**src/rtl/serial_frame_level_display_assert.svh**
```systemverilog
// assertion macros shared by the serial frame level display modules
`ifndef SERIAL_FRAME_LEVEL_DISPLAY_ASSERT_SVH
`define SERIAL_FRAME_LEVEL_DISPLAY_ASSERT_SVH

// property that must hold at every clock edge outside reset
`define SFLD_ASSERT(lbl, prop, msg) \
  lbl: assert property (@(posedge clk) disable iff (!rst_n) (prop)) \
    else $error(msg);

// consequence that must hold in the cycle after the antecedent
`define SFLD_ASSERT_NEXT(lbl, ante, cons, msg) \
  lbl: assert property (@(posedge clk) disable iff (!rst_n) (ante) |=> (cons)) \
    else $error(msg);

`endif

```
**src/rtl/sfld_pkg.sv**
```systemverilog
// shared types, constants and segment decode for the serial frame level display
package sfld_pkg;

  // frame buffer geometry
  localparam int FRAME_DEPTH = 64;
  localparam int IDX_W       = $clog2(FRAME_DEPTH);
  localparam int POS_W       = 6;
  localparam int CMP_W       = (IDX_W > POS_W) ? IDX_W : POS_W;
  localparam logic [IDX_W-1:0] LAST_INDEX = IDX_W'(FRAME_DEPTH - 1);

  // character and digit codes
  localparam logic [7:0] CHAR_ZERO  = 8'd48;
  localparam logic [7:0] CHAR_NINE  = 8'd57;
  localparam logic [3:0] BLANK_CODE = 4'd10;
  localparam logic [3:0] MAX_DIGIT  = 4'd9;
  localparam logic [6:0] SEG_BLANK  = 7'h7F;
  localparam logic [7:0] TICK_MAX   = 8'hFF;

  // configuration port
  localparam int CFG_DATA_W = 8;
  localparam int CFG_IDX_W  = 3;

  typedef enum logic [CFG_IDX_W-1:0] {
    CFG_END_MARKER      = 3'd0,
    CFG_BYTE_OFFSET     = 3'd1,
    CFG_TENS_POSITION   = 3'd2,
    CFG_ONES_POSITION   = 3'd3,
    CFG_LEVEL_THRESHOLD = 3'd4,
    CFG_TIMEOUT_TICKS   = 3'd5
  } sfld_cfg_idx_t;

  // item kinds on the input channel
  localparam logic OP_BYTE = 1'b0;
  localparam logic OP_TICK = 1'b1;

  typedef struct packed {
    logic [7:0]       end_marker;
    logic [7:0]       byte_offset;
    logic [POS_W-1:0] tens_position;
    logic [POS_W-1:0] ones_position;
    logic [6:0]       level_threshold;
    logic [7:0]       timeout_ticks;
  } sfld_cfg_t;

  // classified item passed from front to back
  typedef struct packed {
    logic       is_tick;
    logic       is_marker;
    logic [7:0] char_value;
  } sfld_item_t;

  // active-low segments a..g, bit0 is a
  function automatic logic [6:0] seg_of(input logic [3:0] code);
    logic [6:0] seg;
    unique case (code)
      4'd0:    seg = 7'h40;
      4'd1:    seg = 7'h79;
      4'd2:    seg = 7'h24;
      4'd3:    seg = 7'h30;
      4'd4:    seg = 7'h19;
      4'd5:    seg = 7'h12;
      4'd6:    seg = 7'h02;
      4'd7:    seg = 7'h78;
      4'd8:    seg = 7'h00;
      4'd9:    seg = 7'h10;
      default: seg = SEG_BLANK;
    endcase
    return seg;
  endfunction

endpackage

```
**src/rtl/serial_frame_level_display.sv**
```systemverilog
// top level: configuration registers and front, queue and back end
//
// Serial frame level display. Input items arrive on in_valid/in_stall with
// in_opcode (0 received byte, 1 timer tick) and in_byte_value. Bytes fill a
// frame up to the end marker, which decodes two ASCII digits into a level;
// ticks drive a blink phase and a staleness timeout. Every accepted item
// gives one result on out_valid/out_stall: active-low segment patterns for
// both digits, display enable, level, stale flag and blink phase.
// Throughput is one item per cycle while out_stall is low; an accepted item
// passes through the two-entry queue and then the result register before
// its result can be transferred out.
// When out_stall is high the result holds, the back end stops popping and
// in_stall rises once the two queue entries are filled.
// Reset (rst_n low, synchronous) empties the queue and result register and
// loads the register defaults: end marker 141, offset 128, positions 59 and
// 60, threshold 82, timeout 2. The user must write registers via cfg_we,
// cfg_index and cfg_wdata only while the block is idle; it does not check this.
module serial_frame_level_display (
  input  logic       clk,
  input  logic       rst_n,
  input  logic       cfg_we,
  input  logic [2:0] cfg_index,
  input  logic [7:0] cfg_wdata,
  input  logic       in_valid,
  output logic       in_stall,
  input  logic       in_opcode,
  input  logic [7:0] in_byte_value,
  output logic       out_valid,
  input  logic       out_stall,
  output logic [6:0] out_tens_segments,
  output logic [6:0] out_ones_segments,
  output logic       out_display_on,
  output logic [6:0] out_level,
  output logic       out_stale,
  output logic       out_blink_phase
);
  import sfld_pkg::*;

  sfld_cfg_t  cfg_r, cfg_nxt;
  sfld_item_t push_item, q_item;
  logic       q_full, q_push, q_pop, q_valid;

  // configuration register writes
  always_comb begin
    cfg_nxt = cfg_r;
    if (cfg_we) begin
      unique case (sfld_cfg_idx_t'(cfg_index))
        CFG_END_MARKER:      cfg_nxt.end_marker      = cfg_wdata;
        CFG_BYTE_OFFSET:     cfg_nxt.byte_offset     = cfg_wdata;
        CFG_TENS_POSITION:   cfg_nxt.tens_position   = cfg_wdata[POS_W-1:0];
        CFG_ONES_POSITION:   cfg_nxt.ones_position   = cfg_wdata[POS_W-1:0];
        CFG_LEVEL_THRESHOLD: cfg_nxt.level_threshold = cfg_wdata[6:0];
        CFG_TIMEOUT_TICKS:   cfg_nxt.timeout_ticks   = cfg_wdata;
        default:             cfg_nxt = cfg_r;
      endcase
    end
  end

  always_ff @(posedge clk) begin
    if (!rst_n) begin
      cfg_r.end_marker      <= 8'd141;
      cfg_r.byte_offset     <= 8'd128;
      cfg_r.tens_position   <= POS_W'(59);
      cfg_r.ones_position   <= POS_W'(60);
      cfg_r.level_threshold <= 7'd82;
      cfg_r.timeout_ticks   <= 8'd2;
    end else begin
      cfg_r <= cfg_nxt;
    end
  end

  // accept and classify
  sfld_front u_front (
    .in_valid      (in_valid),
    .in_stall      (in_stall),
    .in_opcode     (in_opcode),
    .in_byte_value (in_byte_value),
    .cfg           (cfg_r),
    .q_full        (q_full),
    .q_push        (q_push),
    .q_item        (push_item)
  );

  // decoupling queue
  sfld_queue u_queue (
    .clk       (clk),
    .rst_n     (rst_n),
    .push      (q_push),
    .push_item (push_item),
    .full      (q_full),
    .pop       (q_pop),
    .q_valid   (q_valid),
    .q_item    (q_item)
  );

  // state update and result register
  sfld_back u_back (
    .clk               (clk),
    .rst_n             (rst_n),
    .cfg               (cfg_r),
    .q_valid           (q_valid),
    .q_item            (q_item),
    .q_pop             (q_pop),
    .out_valid         (out_valid),
    .out_stall         (out_stall),
    .out_tens_segments (out_tens_segments),
    .out_ones_segments (out_ones_segments),
    .out_display_on    (out_display_on),
    .out_level         (out_level),
    .out_stale         (out_stale),
    .out_blink_phase   (out_blink_phase)
  );

endmodule

```
**src/rtl/sfld_front.sv**
```systemverilog
// front end: accepts input transfers and classifies them for the queue
module sfld_front (
  input  logic               in_valid,
  output logic               in_stall,
  input  logic               in_opcode,
  input  logic [7:0]         in_byte_value,
  input  sfld_pkg::sfld_cfg_t cfg,
  input  logic               q_full,
  output logic               q_push,
  output sfld_pkg::sfld_item_t q_item
);
  import sfld_pkg::*;

  // accept whenever the queue has room
  assign in_stall = q_full;
  assign q_push   = in_valid && !q_full;

  // classify: tick, end marker or stored character with offset removed
  always_comb begin
    q_item.is_tick    = (in_opcode == OP_TICK);
    q_item.is_marker  = (in_opcode == OP_BYTE) && (in_byte_value == cfg.end_marker);
    q_item.char_value = in_byte_value - cfg.byte_offset;
  end

endmodule

```
**src/rtl/sfld_queue.sv**
```systemverilog
// two-entry queue between the front end and the back end
module sfld_queue (
  input  logic                 clk,
  input  logic                 rst_n,
  input  logic                 push,
  input  sfld_pkg::sfld_item_t push_item,
  output logic                 full,
  input  logic                 pop,
  output logic                 q_valid,
  output sfld_pkg::sfld_item_t q_item
);
  import sfld_pkg::*;

  localparam logic [1:0] DEPTH = 2'd2;

  sfld_item_t entry_r [2];
  logic       wr_ptr_r, wr_ptr_nxt;
  logic       rd_ptr_r, rd_ptr_nxt;
  logic [1:0] count_r, count_nxt;

  assign full    = (count_r == DEPTH);
  assign q_valid = (count_r != 2'd0);
  assign q_item  = entry_r[rd_ptr_r];

  // pointer and fill count update
  always_comb begin
    wr_ptr_nxt = push ? !wr_ptr_r : wr_ptr_r;
    rd_ptr_nxt = pop  ? !rd_ptr_r : rd_ptr_r;
    count_nxt  = count_r;
    if (push && !pop) begin
      count_nxt = count_r + 2'd1;
    end else if (pop && !push) begin
      count_nxt = count_r - 2'd1;
    end
  end

  always_ff @(posedge clk) begin
    if (!rst_n) begin
      wr_ptr_r <= 1'b0;
      rd_ptr_r <= 1'b0;
      count_r  <= 2'd0;
    end else begin
      wr_ptr_r <= wr_ptr_nxt;
      rd_ptr_r <= rd_ptr_nxt;
      count_r  <= count_nxt;
    end
  end

  // entry storage
  always_ff @(posedge clk) begin
    if (push) begin
      entry_r[wr_ptr_r] <= push_item;
    end
  end

  `include "serial_frame_level_display_assert.svh"

  `SFLD_ASSERT(a_q_bound, count_r <= DEPTH, "queue fill count beyond depth")
  `SFLD_ASSERT_NEXT(a_q_grow, push && !pop, count_r == $past(count_r) + 2'd1, "queue did not grow")
  `SFLD_ASSERT_NEXT(a_q_shrink, pop && !push, count_r == $past(count_r) - 2'd1, "queue did not shrink")
  `SFLD_ASSERT(a_q_ptr, (count_r == 2'd1) == (wr_ptr_r != rd_ptr_r), "pointers disagree with count")

endmodule

```
**src/rtl/sfld_back.sv**
```systemverilog
// back end: frame state, digit decode, timeout, blink and result register
module sfld_back (
  input  logic                 clk,
  input  logic                 rst_n,
  input  sfld_pkg::sfld_cfg_t  cfg,
  input  logic                 q_valid,
  input  sfld_pkg::sfld_item_t q_item,
  output logic                 q_pop,
  output logic                 out_valid,
  input  logic                 out_stall,
  output logic [6:0]           out_tens_segments,
  output logic [6:0]           out_ones_segments,
  output logic                 out_display_on,
  output logic [6:0]           out_level,
  output logic                 out_stale,
  output logic                 out_blink_phase
);
  import sfld_pkg::*;

  logic [IDX_W-1:0] byte_index_r, byte_index_nxt;
  logic [7:0]       tens_char_r, tens_char_nxt;
  logic [7:0]       ones_char_r, ones_char_nxt;
  logic [3:0]       tens_code_r, tens_code_nxt;
  logic [3:0]       ones_code_r, ones_code_nxt;
  logic [6:0]       level_r, level_nxt;
  logic [7:0]       tick_count_r, tick_count_nxt;
  logic             phase_r, phase_nxt;

  logic             out_valid_r, out_valid_nxt;
  logic [6:0]       out_tens_seg_r, out_ones_seg_r, out_level_r;
  logic             out_on_r, out_stale_r, out_phase_r;

  logic             tens_digit, ones_digit;
  logic [3:0]       tens_dec, ones_dec;
  logic [6:0]       tens_x10;
  logic [7:0]       tick_inc;
  logic             stale_nxt, on_nxt;

  // take the next item when the result register is free or draining
  assign q_pop = q_valid && (!out_valid_r || !out_stall);

  // digit decode of the stored characters
  always_comb begin
    tens_digit = (tens_char_r >= CHAR_ZERO) && (tens_char_r <= CHAR_NINE);
    ones_digit = (ones_char_r >= CHAR_ZERO) && (ones_char_r <= CHAR_NINE);
    tens_dec   = 4'(tens_char_r - CHAR_ZERO);
    ones_dec   = 4'(ones_char_r - CHAR_ZERO);
    tens_x10   = ({3'b000, tens_dec} << 3) + ({3'b000, tens_dec} << 1);
    tick_inc   = (tick_count_r != TICK_MAX) ? tick_count_r + 8'd1 : tick_count_r;
  end

  // state update for one item
  always_comb begin
    byte_index_nxt = byte_index_r;
    tens_char_nxt  = tens_char_r;
    ones_char_nxt  = ones_char_r;
    tens_code_nxt  = tens_code_r;
    ones_code_nxt  = ones_code_r;
    level_nxt      = level_r;
    tick_count_nxt = tick_count_r;
    phase_nxt      = phase_r;
    if (q_pop) begin
      if (q_item.is_tick) begin
        phase_nxt      = !phase_r;
        tick_count_nxt = tick_inc;
        if (tick_inc > cfg.timeout_ticks) begin
          tens_code_nxt = BLANK_CODE;
          ones_code_nxt = BLANK_CODE;
        end
      end else begin
        tick_count_nxt = 8'd0;
        if (q_item.is_marker) begin
          tens_code_nxt  = tens_digit ? tens_dec : BLANK_CODE;
          ones_code_nxt  = ones_digit ? ones_dec : BLANK_CODE;
          if (tens_digit && ones_digit) begin
            level_nxt = tens_x10 + {3'b000, ones_dec};
          end
          byte_index_nxt = '0;
        end else if (byte_index_r < LAST_INDEX) begin
          if (CMP_W'(byte_index_r) == CMP_W'(cfg.tens_position)) begin
            tens_char_nxt = q_item.char_value;
          end
          if (CMP_W'(byte_index_r) == CMP_W'(cfg.ones_position)) begin
            ones_char_nxt = q_item.char_value;
          end
          byte_index_nxt = byte_index_r + IDX_W'(1);
        end
      end
    end
  end

  // result fields from the updated state
  always_comb begin
    stale_nxt     = (tick_count_nxt > cfg.timeout_ticks);
    on_nxt        = !((level_nxt < cfg.level_threshold) && !phase_nxt);
    out_valid_nxt = q_pop ? 1'b1 : (out_valid_r && out_stall);
  end

  always_ff @(posedge clk) begin
    if (!rst_n) begin
      byte_index_r <= '0;
      tens_char_r  <= 8'd0;
      ones_char_r  <= 8'd0;
      tens_code_r  <= 4'd8;
      ones_code_r  <= BLANK_CODE;
      level_r      <= 7'd21;
      tick_count_r <= 8'd0;
      phase_r      <= 1'b1;
      out_valid_r  <= 1'b0;
    end else begin
      byte_index_r <= byte_index_nxt;
      tens_char_r  <= tens_char_nxt;
      ones_char_r  <= ones_char_nxt;
      tens_code_r  <= tens_code_nxt;
      ones_code_r  <= ones_code_nxt;
      level_r      <= level_nxt;
      tick_count_r <= tick_count_nxt;
      phase_r      <= phase_nxt;
      out_valid_r  <= out_valid_nxt;
    end
  end

  // result register payload
  always_ff @(posedge clk) begin
    if (q_pop) begin
      out_tens_seg_r <= seg_of(tens_code_nxt);
      out_ones_seg_r <= seg_of(ones_code_nxt);
      out_on_r       <= on_nxt;
      out_level_r    <= level_nxt;
      out_stale_r    <= stale_nxt;
      out_phase_r    <= phase_nxt;
    end
  end

  assign out_valid         = out_valid_r;
  assign out_tens_segments = out_tens_seg_r;
  assign out_ones_segments = out_ones_seg_r;
  assign out_display_on    = out_on_r;
  assign out_level         = out_level_r;
  assign out_stale         = out_stale_r;
  assign out_blink_phase   = out_phase_r;

  `include "serial_frame_level_display_assert.svh"

  `SFLD_ASSERT_NEXT(a_byte_fresh, q_pop && !q_item.is_tick, !out_stale_r, "byte result marked stale")
  `SFLD_ASSERT_NEXT(a_marker_rewind, q_pop && q_item.is_marker, byte_index_r == '0, "index not rewound")
  `SFLD_ASSERT(a_code_legal, ((tens_code_r <= MAX_DIGIT) || (tens_code_r == BLANK_CODE)) && ((ones_code_r <= MAX_DIGIT) || (ones_code_r == BLANK_CODE)), "digit code out of set")
  `SFLD_ASSERT_NEXT(a_tick_phase, q_pop && q_item.is_tick, out_phase_r != $past(phase_r), "tick did not toggle phase")

endmodule

```
**config.mk**
```make
export PLATFORM = sky130hd
export DESIGN_NAME = serial_frame_level_display
export DESIGN_NICKNAME = d
export VERILOG_FILES = /design/src/rtl/sfld_pkg.sv /design/src/rtl/serial_frame_level_display.sv /design/src/rtl/sfld_front.sv /design/src/rtl/sfld_queue.sv /design/src/rtl/sfld_back.sv
export VERILOG_INCLUDE_DIRS = /design/src /design/src/rtl
export SDC_FILE = /design/constraint.sdc
export NUM_CORES = 1
export LEC_CHECK = 0
export BUFFER_PORTS_ARGS = -buffer_cell sky130_fd_sc_hd__buf_4
export CAP_MARGIN = 20
export CORE_AREA = 2 2 165 126
export DETAILED_ROUTE_END_ITERATION = 6
export DIE_AREA = 0 0 167 128
export SETUP_SLACK_MARGIN = 0.1
export SLEW_MARGIN = 20
export SYNTH_ARGS = -nofsm -noshare
export SYNTH_HDL_FRONTEND = slang
export SYNTH_SLANG_ARGS = --single-unit
```
**constraint.sdc**
```tcl
create_clock -name clk -period 4.73 [get_ports clk]
set_input_delay 0.7095 -clock clk [delete_from_list [all_inputs] [get_ports clk]]
set_output_delay 0.7095 -clock clk [all_outputs]
set_load 0.1 [all_outputs]
```
-- Yosys cells after proc, flatten, opt, wreduce, memory -nomap -nowiden
Memories as Yosys holds them, arrays and structs flattened. A register that Yosys moved wholly into a read port is not among the register bits.
Cells that the tools add are included.
- register bits: 104
- bits in writable memories: 20
- bits in read-only memories: 224
- input bits: 25
- logic and storage cells: 117
- memories kept: 3
- memory list (name ; depth ; bits a word ; read ports ; clocked after Yosys merged registers in ; wr ports ; line ; source):
    (no name shown) ; 16 ; 7 ; 1 ; 1 ; 0 ; sfld_pkg.sv:55 ; unique case (code)
    (no name shown) ; 16 ; 7 ; 1 ; 1 ; 0 ; sfld_pkg.sv:55 ;
    u_queue.entry_r ; 2 ; 10 ; 1 ; 1 ; 1 ; sfld_queue.sv:16 ; sfld_item_t entry_r [2];
- add/sub/neg operators: 9
- magnitude comparators: 8
- equal/unequal tests: 10
- multiplexer cells: 28
- bitwise operators: 3
- reductions and logical operators: 34
- operators by type and width (operator ; count):
    4-bit two-way mux ; 10
    7-bit two-way mux ; 4
    8-bit two-way mux ; 3
    8-bit by 6-bit >= comparator with 1-bit output (second input constant) ; 2
    8-bit greater-than comparator ; 2
    8-bit by 6-bit <= comparator with 1-bit output (second input constant) ; 2
    6-bit == test ; 2
    6-bit two-way mux ; 2
    2-bit AND reduction ; 6
    1-bit logical AND ; 10
    1-bit logical NOT ; 10
    5-bit AND reduction ; 2
    8-bit by 1-bit adder with 8-bit output (second input constant) ; 1
    8-bit == test ; 1
    8-bit != test (second input constant) ; 1
    4-bit by 1-bit subtractor with 4-bit output (second input constant) ; 2
    8-bit subtractor ; 1
    7-bit by 4-bit adder with 7-bit output ; 1
    7-bit by 5-bit adder with 7-bit output ; 1
    7-bit < comparator ; 1
    1-bit two-way mux ; 7
    6-bit by 1-bit adder with 6-bit output (second input constant) ; 1
    3-bit by 2-bit == test with 1-bit output (second input constant) ; 2
    3-bit == test (second input constant) ; 2
    other kinds (11) ; 16

-- Depth between registers and ports, before layout
Gate-level depths: netlist (run 1).
- word-level depth: 10
- depth in mapped cells: 16
- depth with buffers taken out: 15

-- By module
From an unflattened synthesis (run 1), not the netlist that was laid out.
- cells, all modules: 690
- area, all modules: 7310.8 µm²
- by module, submodules not included (module ; instances ; cells an instance ; area an instance (µm²)):
    sfld_back ; 1 ; 417 ; 4231.6
    serial_frame_level_display ; 1 ; 163 ; 1699.1
    sfld_queue ; 1 ; 53 ; 939.7
    sfld_front ; 1 ; 57 ; 440.4

-- Least setup slack after synthesis (run 1)
OpenSTA, ideal clock, no wires.
- kind: reg-to-reg
- start: register u_back.tick_count_r[0]
- end: register u_back.out_ones_seg_r[3], in the netlist u_back.out_ones_segments[3] (data pin)
- library setup time: 275 ps
- data arrival time: 3169 ps
- required time: 4455 ps
- path slack: 1286 ps
- cell stages (with the launch flop): 16
- path buffers: 1
- period minus slack after synthesis: 3444 ps
- cell sequence: dfxtp_1 ha_1 clkbuf_1 a31oi_1 nand3_1 xnor2_1 ha_1 a211o_1 a21oi_1 nand3_1 a22oi_1 inv_1 ha_1 nand2b_1 nand2_1 a21oi_1
- cells in the longest elaborated chain, start to end: 6
- elaborated cells on any way between the ends: 7
- those cells by class: 1 x add/sub; 1 x order compare; 1 x eq/ne; 4 x mux
- ends and longest elaborated chain (item ; line ; source):
    start, declared ; sfld_back.sv:26 ; logic [7:0] tick_count_r, tick_count_nxt;
    start signal, assigned ; sfld_back.sv:117 ; tick_count_r <= tick_count_nxt;
    8-bit by 1-bit adder with 8-bit output / 8-bit != test (equally long branches) ; sfld_back.sv:49 ; tick_inc = (tick_count_r != TICK_MAX) ? tick_count_r + 8'd1 : tick_count_r;
    8-bit two-way mux * ; sfld_back.sv:49 ;
    8-bit greater-than comparator * ; sfld_back.sv:66 ; if (tick_inc > cfg.timeout_ticks) begin
    4-bit two-way mux * ; sfld_back.sv:66 ;
    4-bit two-way mux * ; sfld_back.sv:63 ; if (q_item.is_tick) begin
    4-bit two-way mux * ; sfld_back.sv:62 ; if (q_pop) begin
    named net u_back.ones_code_nxt[0] ; sfld_back.sv:24 ; logic [3:0] ones_code_r, ones_code_nxt;
    end, declared ; sfld_back.sv:30 ; logic [6:0] out_tens_seg_r, out_ones_seg_r, out_level_r;
The timed path passes the listed nets; every way through them passes the cells marked *.
A chain may end at the register's enable or synchronous reset.

-- Worst setup path in the final report (run 1)
- start: register u_back.tick_count_r[0]
- end: register u_back.out_ones_seg_r[5], in the netlist u_back.out_ones_segments[5] (data pin)
Same word-level chain as after synthesis.

==> results.yml, run 1 <==
synthesis:
  synth.distinct_cells: 58
  synth_fp_nets: 801
  ys_seq_area_share_pct: 45.9
  synth_edf_count: 44
  yosys.area.top_type_share_pct: 27.1
  yosysMostFrequentCell: "nand2_1"
  synth_common_cells: "113 x nand2_1, 95 x dfxtp_1, 57 x a21oi_1"
  yosys_warnings: 0
  ys_seq_elements: 139
  synth_top_area_cell: "dfxtp_1"
  avgSynthCellArea_sq_um: 9.70
  async_flop_share_pct: 0
  synth_cells: 724
  netlist_area_sq_um: 7020
  yosys_most_used_dff: "dfxtp_1"
  synthTopCellsByArea: "dfxtp_1 27%, edfxtp_1 19%, ha_1 8.7%"
setup_path:
  r2r_slack_ps: 890
  path_max_fanout: 8
  timing.rr.end: "u_back.out_ones_segments[5]$_DFFE_PP_"
  max_stage_delay_ps: 510
  reg2regPathDepth: 13
  r2r-start: "u_back.tick_count_r[0]$_SDFF_PN0_"
  crit_path_start_kind: "flop"
  cp.required_ps: 4880
  crit_start: "u_back.tick_count_r[0]$_SDFF_PN0_"
  timing.critical_path.to: "u_back.out_ones_segments[5]$_DFFE_PP_"
  crit_path_end_kind: "flop"
  crit_chain: "ha_1 > a31oi_1 > nand3_1 > xnor2_1 > ha_1 > a211o_1 > a21oi_1 > nand3_1 > a21oi_1 > inv_1 > ha_1 > o21ai_0 > a21oi_1"
  cp.depth: 13
  slowest_stage: "a21oi_1"
  crit_family: "compound AO/OA/AOI/OAI gates"
  crit_buf_inv: 1
  crit_type: "reg2reg"
  crit_arrival_ps: 3990
die:
  die_h_um: 128
  num_rows: 45
  initial_utilization_pct: 35.3
  core_sq_um: 19900
  io_pins: 51
  die_w_um: 167
  dieArea_sq_um: 21400
worst_hold_path:
  hp-class: "reg2reg"
routing:
  ant_nets: 0
  wl_per_cell_um: 14.8
  drt_wl_total_um: 15400
  via_per_inst: 4.82
  dr.pass1.iters: 5
  drc: 0
  drt_iter0_markers: 249
  num_vias: 5024
placed_design:
  io_buffer_count: 50
  placed_cells: 1011
  dpl_worst_slack_ps: 890
  dp.final_hpwl_um: 11300
  gp_congestion: 0.849
clock_tree:
  cts.sinks: 139
  cts_buffer_depth: 2
  clock_latency_ps: 420
  htreeDepth: 4
  cts_resized: 0
  root_buffer: "clkbuf_16"
  cts_tree: "yes"
  cts-buffers-inserted: 17
  cts_setup_buffers: 0
  clk_pin_slew_ps: 60
  hold_buffers: 0
timing:
  worstMarginPinSlew_ps: 1010
  setup_viol_count_final: 0
  setup_ws_ps: 887
  min_period_over_period_pct: 81.2
  hold_ws_ps: 458
  min_period_ps: 3840
  slew_headroom_pct: 32.4
  rsz0062_at_grt: "false"
  report.final.hold_viol_count: 0
  drv_slew: 0
  max_freq_ghz: 0.260
  setup_tns_ps: 0
  skew_ps: 11.1
pwr:
  leakagePower_uw: 0.00320
  ir_worst_vdd_uv: 447
  powerDensity_nw_per_um2: 472
  finalPower_uw: 3840
finish:
  finalNonFillerCells: 1043
  antenna_cells: 0
  drive_gt1_share_pct: 14.6
  nNetsFinal: 849
  areaGrowthSynthToFinish_pct: 16.0
run_status:
  outcome: "finished clean"
global_route:
  grt-ovfl-total: 0
  grt_max_degree: 55
  grt_pass1_wl_um: 25300
  grt_pass1_vias: 4785
  track_usage_pct: 15.1
  antenna_found_initial: 0
job:
  maxCapViolations: 0
-- per-stage QoR --
| step | utilization (%) | instance area, sq um |
|---|---|---|
| after floorplan | - | 7020 |
| after global placement | 38.4 | 7630 |
| final | 41.0 | 8150 |
| after detailed placement | 38.4 | 7630 |
| after CTS | 41.0 | 8140 |
| after global routing | 41.0 | 8150 |
-- worst reg2reg max path, stage by stage (launching register included) --
cell and delay (ps):
dfxtp_1 350, ha_1 310, a31oi_1 380, nand3_1 180, xnor2_1 160, ha_1 300
a211o_1 300, a21oi_1 200, nand3_1 270, a21oi_1 510, inv_1 130, ha_1 220
o21ai_0 160, a21oi_1 90
-- layout by cell type (no fill, tap or decap), types with 2 or more instances in the layout --
master     instances
mux2_2            18
clkbuf_16         17
o211ai_1           5
and4_1             2
a31oi_1            3
nand3_1           21
and3_1             7
a21o_1             6
a22o_1             3
clkbuf_1           4
fa_1               3
dfxtp_1           95
a211o_1            2
xnor2_1           29
nor4_4             2
or2_2              3
inv_1             42
nor3_1             3
a22oi_1            4
nor2b_1           11
inv_4              2
a211oi_1           2
buf_4             51
o21a_1             3
ha_1              49
xor2_1            16
nand2b_1           7
nor2_1            51
inv_2              2
nand4_1           14
clkbuf_8           2
and2_1            14
o21ai_0           21
clkinv_2           7
mux2i_1           27
a21oi_1           57
edfxtp_1          44
nand2_1          113
-- power breakdown --
group          total (uW)  switching [uW]  internal, uW
clock network        1170             479           690
registers            1490            77.7          1420
logic                1180             866           314
-- kinds of logic (layout without fill, tap and decap cells) --
family / after synthesis / count (layout) / share of synthesized area [%]
DFF: 139 / 139 / 45.9
buffers and inverters: 66 / 127 / 3.81
muxes: 47 / 47 / 7.27
and+or+nand+nor: 259 / 259 / 17.8
xor gates and xnor gates: 45 / 45 / 5.61
adders and majority gates: 52 / 52 / 9.58
AOI/OAI and AO/OA: 116 / 116 / 10.0
-- how the worst min path moves through the flow --
stage,startpoint,end,slack (ps),depth (start not counted)
2_1_floorplan,cfg_r[10]$_SDFFE_PN0P_,cfg_r[10]$_SDFFE_PN0P_,440,2
3_3_place_gp,cfg_r[4]$_SDFFE_PN0P_,cfg_r[4]$_SDFFE_PN0P_,440,2
3_5_place_dp,cfg_r[3]$_SDFFE_PN0P_,cfg_r[3]$_SDFFE_PN0P_,450,2
4_1_cts,cfg_r[3]$_SDFFE_PN0P_,cfg_r[3]$_SDFFE_PN0P_,460,2
5_1_grt,cfg_r[6]$_SDFFE_PN0P_,cfg_r[6]$_SDFFE_PN0P_,470,2
6_report,cfg_r[30]$_SDFFE_PN0P_,cfg_r[30]$_SDFFE_PN0P_,460,2
-- state kept, by name, summed over array words and instances, names as in the netlist, 8 cells and up, named ones only --
register / flops
u_back.tens_char_r: 8
u_queue.entry_r: 20
cfg_r: 43
u_back.tick_count_r: 8
u_back.ones_char_r: 8
-- final cells by class --
type / instances / area (sq um)
Fill cell: 1944 / 11700
Multi-Input combinational cell: 519 / 3540
Sequential cell: 139 / 3220
Clock buffer: 23 / 468
Timing Repair Buffer: 51 / 383
Tap cell: 258 / 323
Inverter: 44 / 165
Clock inverter: 9 / 47.5
-- metal layers --
metal / wire [um] / vias to the layer above / track usage, %
li1: - / 2597 / -
met1: 8130 / 2346 / 21.7
met2: 6650 / 72 / 22.3
met3: 530 / 9 / 3.98
met4: 82 / 0 / 3.96
met5: 0 / - / 0
Power figures use the tool's default switching activity.
==> run 2, diff against run 1 <==
- clock period: 4.73 -> 4 ns (I/O delays scaled with it)
==> results.yml, run 2 (synthesis results as in run 1) <==
global_route:
  antenna_found_initial: 0
  grt_pass1_wl_um: 25200
  grt_pass1_vias: 4768
  grt-ovfl-total: 0
  track_usage_pct: 15.2
  grt_max_degree: 55
timing:
  worstMarginPinSlew_ps: 1000
  min_period_ps: 3640
  report.final.hold_viol_count: 0
  min_period_over_period_pct: 91.0
  slew_headroom_pct: 32.9
  setup_viol_count_final: 0
  skew_ps: 10.7
  setup_tns_ps: 0
  rsz0062_at_grt: "true"
  drv_slew: 0
  max_freq_ghz: 0.275
setup_path:
  reg2regPathDepth: 13
  timing.critical_path.to: "u_back.out_tens_segments[4]$_DFFE_PP_"
  timing.rr.end: "u_back.out_tens_segments[4]$_DFFE_PP_"
  r2r_slack_ps: 360
  crit_start: "u_back.tick_count_r[0]$_SDFF_PN0_"
  crit_path_end_kind: "flop"
  crit_path_start_kind: "flop"
  crit_chain: "ha_1 > a31oi_1 > nand3_1 > xnor2_1 > ha_1 > a211o_1 > a21oi_1 > nand3_1 > a2bb2oi_2 > inv_1 > ha_1 > a221o_1 > a22oi_1"
  slowest_stage: "a2bb2oi_2"
  max_stage_delay_ps: 380
  crit_top_cell: "ha_1"
  path_max_fanout: 8
  r2r-start: "u_back.tick_count_r[0]$_SDFF_PN0_"
  crit_type: "reg2reg"
  cp.required_ps: 4270
  crit_arrival_ps: 3910
clock_tree:
  cts_setup_buffers: 0
  hold_buffers: 0
  clk_pin_slew_ps: 60
  cts.sinks: 139
  cts_buffer_depth: 2
  clock_latency_ps: 430
  cts_resized: 0
  cts-buffers-inserted: 17
  htreeDepth: 4
  root_buffer: "clkbuf_16"
  cts_tree: "yes"
pwr:
  leakagePower_uw: 0.00325
  finalPower_uw: 4780
  ir_worst_vdd_uv: 547
  powerDensity_nw_per_um2: 577
placed_design:
  dp.final_hpwl_um: 11300
  gp_congestion: 0.855
  io_buffer_count: 50
finish:
  final_common_cell: "nand2_1"
  largest_register_ffs: 43
  areaGrowthSynthToFinish_pct: 17.8
  most-common-layout-cells: "113 x nand2_1, 95 x dfxtp_1, 56 x a21oi_1"
  drive_gt1_share_pct: 15.4
  antenna_cells: 0
  regMostFlops: "cfg_r"
  reg_top3: "cfg_r (43), u_queue.entry_r (20)"
  nNetsFinal: 853
die:
  num_rows: 45
  die_h_um: 128
  initial_utilization_pct: 35.3
  core_sq_um: 19900
  die_w_um: 167
  dieArea_sq_um: 21400
  io_pins: 51
routing:
  ant_nets: 0
  drt_iter0_markers: 231
  via_per_inst: 4.77
  drc: 0
  num_vias: 4986
  drt_wl_total_um: 15400
  dr.pass1.iters: 4
  wl_per_cell_um: 14.8
worst_hold_path:
  hp-class: "in2reg"
run_status:
  outcome: "finished clean"
job:
  maxCapViolations: 0
-- run 2: changes by cell type in the layout (fill, tap and decap cells not counted), sizes merged --
cell	change
clkinv	-6
clkbuf	+4
bufinv	+1
inv	-1
clkinvlp	+1
buf	+4
-- run 2: area by class of cell --
class | count | area, sq um
clock buffer | 27 | 556
timing repair buffer | 55 | 413
tap | 258 | 323
inverter | 44 | 165
clock inverter | 4 | 48.8
sequential | 139 | 3220
multi-input combinational | 519 | 3550
fill | 1948 | 11600
-- run 2: where the power goes --
part / switching [uW] / leakage (uW) / total (uW) / internal, uW
Sequential: 81.8 / 0.00116 / 1760 / 1670
Combinational: 1050 / 0.00180 / 1430 / 385
Clock: 577 / 0.000296 / 1590 / 1010
Total: 1710 / 0.00325 / 4780 / 3070
-- run 2: worst min-delay path by stage --
stage / slack (ps) / cells past startpoint / start / to
2_1_floorplan: 440 / 2 / cfg_r[10]$_SDFFE_PN0P_ / cfg_r[10]$_SDFFE_PN0P_
3_5_place_dp: 450 / 2 / cfg_r[30]$_SDFFE_PN0P_ / cfg_r[30]$_SDFFE_PN0P_
3_3_place_gp: 440 / 2 / cfg_r[6]$_SDFFE_PN0P_ / cfg_r[6]$_SDFFE_PN0P_
5_1_grt: 380 / 1 / in_opcode / u_queue.entry_r[0][9]$_DFFE_PP_
4_1_cts: 380 / 1 / in_opcode / u_queue.entry_r[0][9]$_DFFE_PP_
6_report: 390 / 1 / in_opcode / u_queue.entry_r[1][9]$_DFFE_PP_
-- run 2: critical path, delay by kind of cell, from the launching register on --
| family | cells | cell delay (ps) |
|---|---|---|
| AOI/OAI and AO/OA | 6 | 1600 |
| adders and majority gates | 3 | 810 |
| and+or+nand+nor | 2 | 430 |
| DFF | 1 | 350 |
| xor gates and xnor gates | 1 | 160 |
| buffers and inverters | 1 | 130 |
-- run 2: per-layer routing --
layer,wire [um],vias up,GRT usage [%]
met5,0,-,0
met2,6480,73,22.3
met3,580,11,3.40
met1,8220,2297,22.2
met4,153,0,4.41
li1,-,2605,-
-- run 2: stage by stage --
stage                     setup WS [ps]  hold slack [ps]  utilization (%)  area (sq um)  std cells
final                               362              389             41.6          8270       1046
after global routing               31.0              380             41.6          8270       1046
after CTS                           363              380             41.6          8260       1046
after detailed placement            382              447             38.5          7660       1015
after global placement              461              442             38.5          7660       1015
after floorplan                     556              436                -          7020        724
==> run 3, diff against run 2 <==
- CORE_AREA: 2 2 165 126 -> 2 2 157 120
- DIE_AREA: 0 0 167 128 -> 0 0 159 122
- clock period: 4 -> 3.3 ns (I/O delays scaled with it)
==> results.yml, run 3 (synthesis results as in run 1) <==
run_status:
  outcome: "finished clean"
timing:
  slew_headroom_pct: 32.6
  worstMarginPinSlew_ps: 1010
  setup_tns_ps: 0
  report.final.hold_viol_count: 0
  min_period_ps: 3080
  setup_viol_count_final: 0
  hold_ws_ps: 292
  rsz0062_at_grt: "true"
  max_freq_ghz: 0.325
  skew_ps: 12.1
  min_period_over_period_pct: 93.3
  drv_slew: 0
pwr:
  powerDensity_nw_per_um2: 680
  p_seq_share_pct: 36.7
  intPower_uw: 3700
  leakagePower_uw: 0.00339
  pwr-share-clk_pct: 30.8
  finalPower_uw: 5800
  ir_worst_vdd_uv: 486
  swShare_pct: 36.1
  combPwrFrac_pct: 32.5
  p_sw_uw: 2100
setup_path:
  crit_arrival_ps: 3340
  cp.required_ps: 3570
  r2r_slack_ps: 220
  crit_path_end_kind: "flop"
  crit_top_cell: "ha_1"
  crit_path_start_kind: "flop"
  reg2regPathDepth: 14
  slowest_stage: "dfxtp_2"
  path_max_fanout: 4
  timing.rr.end: "u_back.out_tens_segments[4]$_DFFE_PP_"
  crit_type: "reg2reg"
  crit_start: "u_back.tick_count_r[6]$_SDFF_PN0_"
  crit_chain: "and4_4 > a31oi_4 > nand3_2 > xnor2_2 > ha_1 > a211o_1 > a21oi_4 > a211oi_4 > buf_6 > a2bb2oi_4 > inv_1 > ha_1 > a221o_1 > a22oi_1"
  r2r-start: "u_back.tick_count_r[6]$_SDFF_PN0_"
  timing.critical_path.to: "u_back.out_tens_segments[4]$_DFFE_PP_"
  max_stage_delay_ps: 330
routing:
  drc: 0
  drt_wl_total_um: 15900
  dr.pass1.iters: 5
  drt_iter0_markers: 273
  ant_nets: 0
  via_per_inst: 4.90
  wl_per_cell_um: 15.0
  num_vias: 5203
clock_tree:
  cts-buffers-inserted: 17
  clock_latency_ps: 420
  cts_buffer_depth: 2
  cts_tree: "yes"
  htreeDepth: 4
  cts.sinks: 139
  hold_buffers: 0
  clk_pin_slew_ps: 60
  root_buffer: "clkbuf_16"
finish:
  nNetsFinal: 880
  reg_top3: "cfg_r (43), u_queue.entry_r (20)"
  finalNonFillerCells: 1062
  drive_gt1_share_pct: 19.8
  areaGrowthSynthToFinish_pct: 21.4
  final_common_cell: "nand2_1"
  largest_register_ffs: 43
  final_util_pct: 47.2
  regMostFlops: "cfg_r"
  antenna_cells: 0
  most-common-layout-cells: "111 x nand2_1, 91 x dfxtp_1, 81 x buf_4"
die:
  core_sq_um: 18100
  die_w_um: 159
  num_rows: 43
  die_h_um: 122
  dieArea_sq_um: 19400
  io_pins: 51
  initial_utilization_pct: 38.8
global_route:
  grt_pass1_vias: 4924
  track_usage_pct: 17.0
  grt_pass1_wl_um: 25800
  antenna_found_initial: 0
  grt_max_degree: 55
  grt-ovfl-total: 0
placed_design:
  dp.final_hpwl_um: 11400
  gp_congestion: 0.832
  io_buffer_count: 50
  placed_cells: 1025
job:
  maxCapViolations: 0
worst_hold_path:
  hold_depth: 1
  hp-class: "in2reg"
==> run 3: changes by cell type in the layout (fill, tap and decap cells not counted), moves of 3 or more <==
cell      change
nand3_1       -3
clkbuf_1      +5
a21oi_1       -3
dfxtp_1       -4
dfxtp_2       +4
buf_4        +26
==> run 3: stage by stage <==
stage,worst slack (ps),area (sq um)
floorplan,128,7090
global placement,115,7870
detailed placement,62.1,7870
CTS,124,8420
global route,57.2,8520
finish,223,8520
==> run 3: worst max-delay path, delay by kind of cell (launching register included) <==
family / cells / cell delay, ps
AO/OA/AOI/OAI: 7 / 1410
adder cells (fa/ha/maj): 2 / 480
flip-flops: 1 / 330
AND/OR/NAND/NOR: 2 / 330
buffers and inverters: 2 / 220
XOR/XNOR: 1 / 160
==> run 3: repair_timing <==
item / in CTS / in global routing
hold endpoints to repair: 0 / 0
setup endpoints to repair: 6 / 15
pin swaps: 2 / 14
setup buffers: 1 / 5
gates cloned: 0 / 0
gates resized for setup: 1 / 19
==> run 3: how the worst min path moves through the flow <==
stage | from | to | slack [ps]
6_report | in_opcode | u_queue.entry_r[1][9]$_DFFE_PP_ | 290
2_1_floorplan | cfg_r[10]$_SDFFE_PN0P_ | cfg_r[10]$_SDFFE_PN0P_ | 440
4_1_cts | in_opcode | u_queue.entry_r[1][9]$_DFFE_PP_ | 280
5_1_grt | in_opcode | u_queue.entry_r[1][9]$_DFFE_PP_ | 270
3_5_place_dp | cfg_r[31]$_SDFFE_PN0P_ | cfg_r[31]$_SDFFE_PN0P_ | 450
3_3_place_gp | cfg_r[10]$_SDFFE_PN0P_ | cfg_r[10]$_SDFFE_PN0P_ | 440
==> run 3: power by group through the flow <==
stage | clock network, uW | logic (uW) | registers (uW)
after floorplan | 0 | 798 | 2740
after CTS | 1820 | 1850 | 2130
after global placement | 0 | 1840 | 2160
final | 1790 | 1880 | 2130
after detailed placement | 0 | 1840 | 2160
after global routing | 1910 | 2010 | 2150
==> run 3: final cells by class <==
class,instances,area (sq um)
Clock inverter,2,36.3
Clock buffer,29,510
Multi-Input combinational cell,519,3660
Sequential cell,139,3230
Fill cell,1757,9550
Timing Repair Buffer,82,619
Tap cell,247,309
Inverter,44,165
==> run 3: routing by layer <==
layer / part of all wire (%) / up-vias / track usage, % / routed length, um
met5: 0 / - / 0 / 0
met4: 0.42 / 0 / 4.03 / 67
met3: 4.0 / 6 / 4.29 / 638
met2: 44 / 95 / 26.1 / 7030
met1: 51 / 2440 / 24.3 / 8210
li1: - / 2662 / - / -
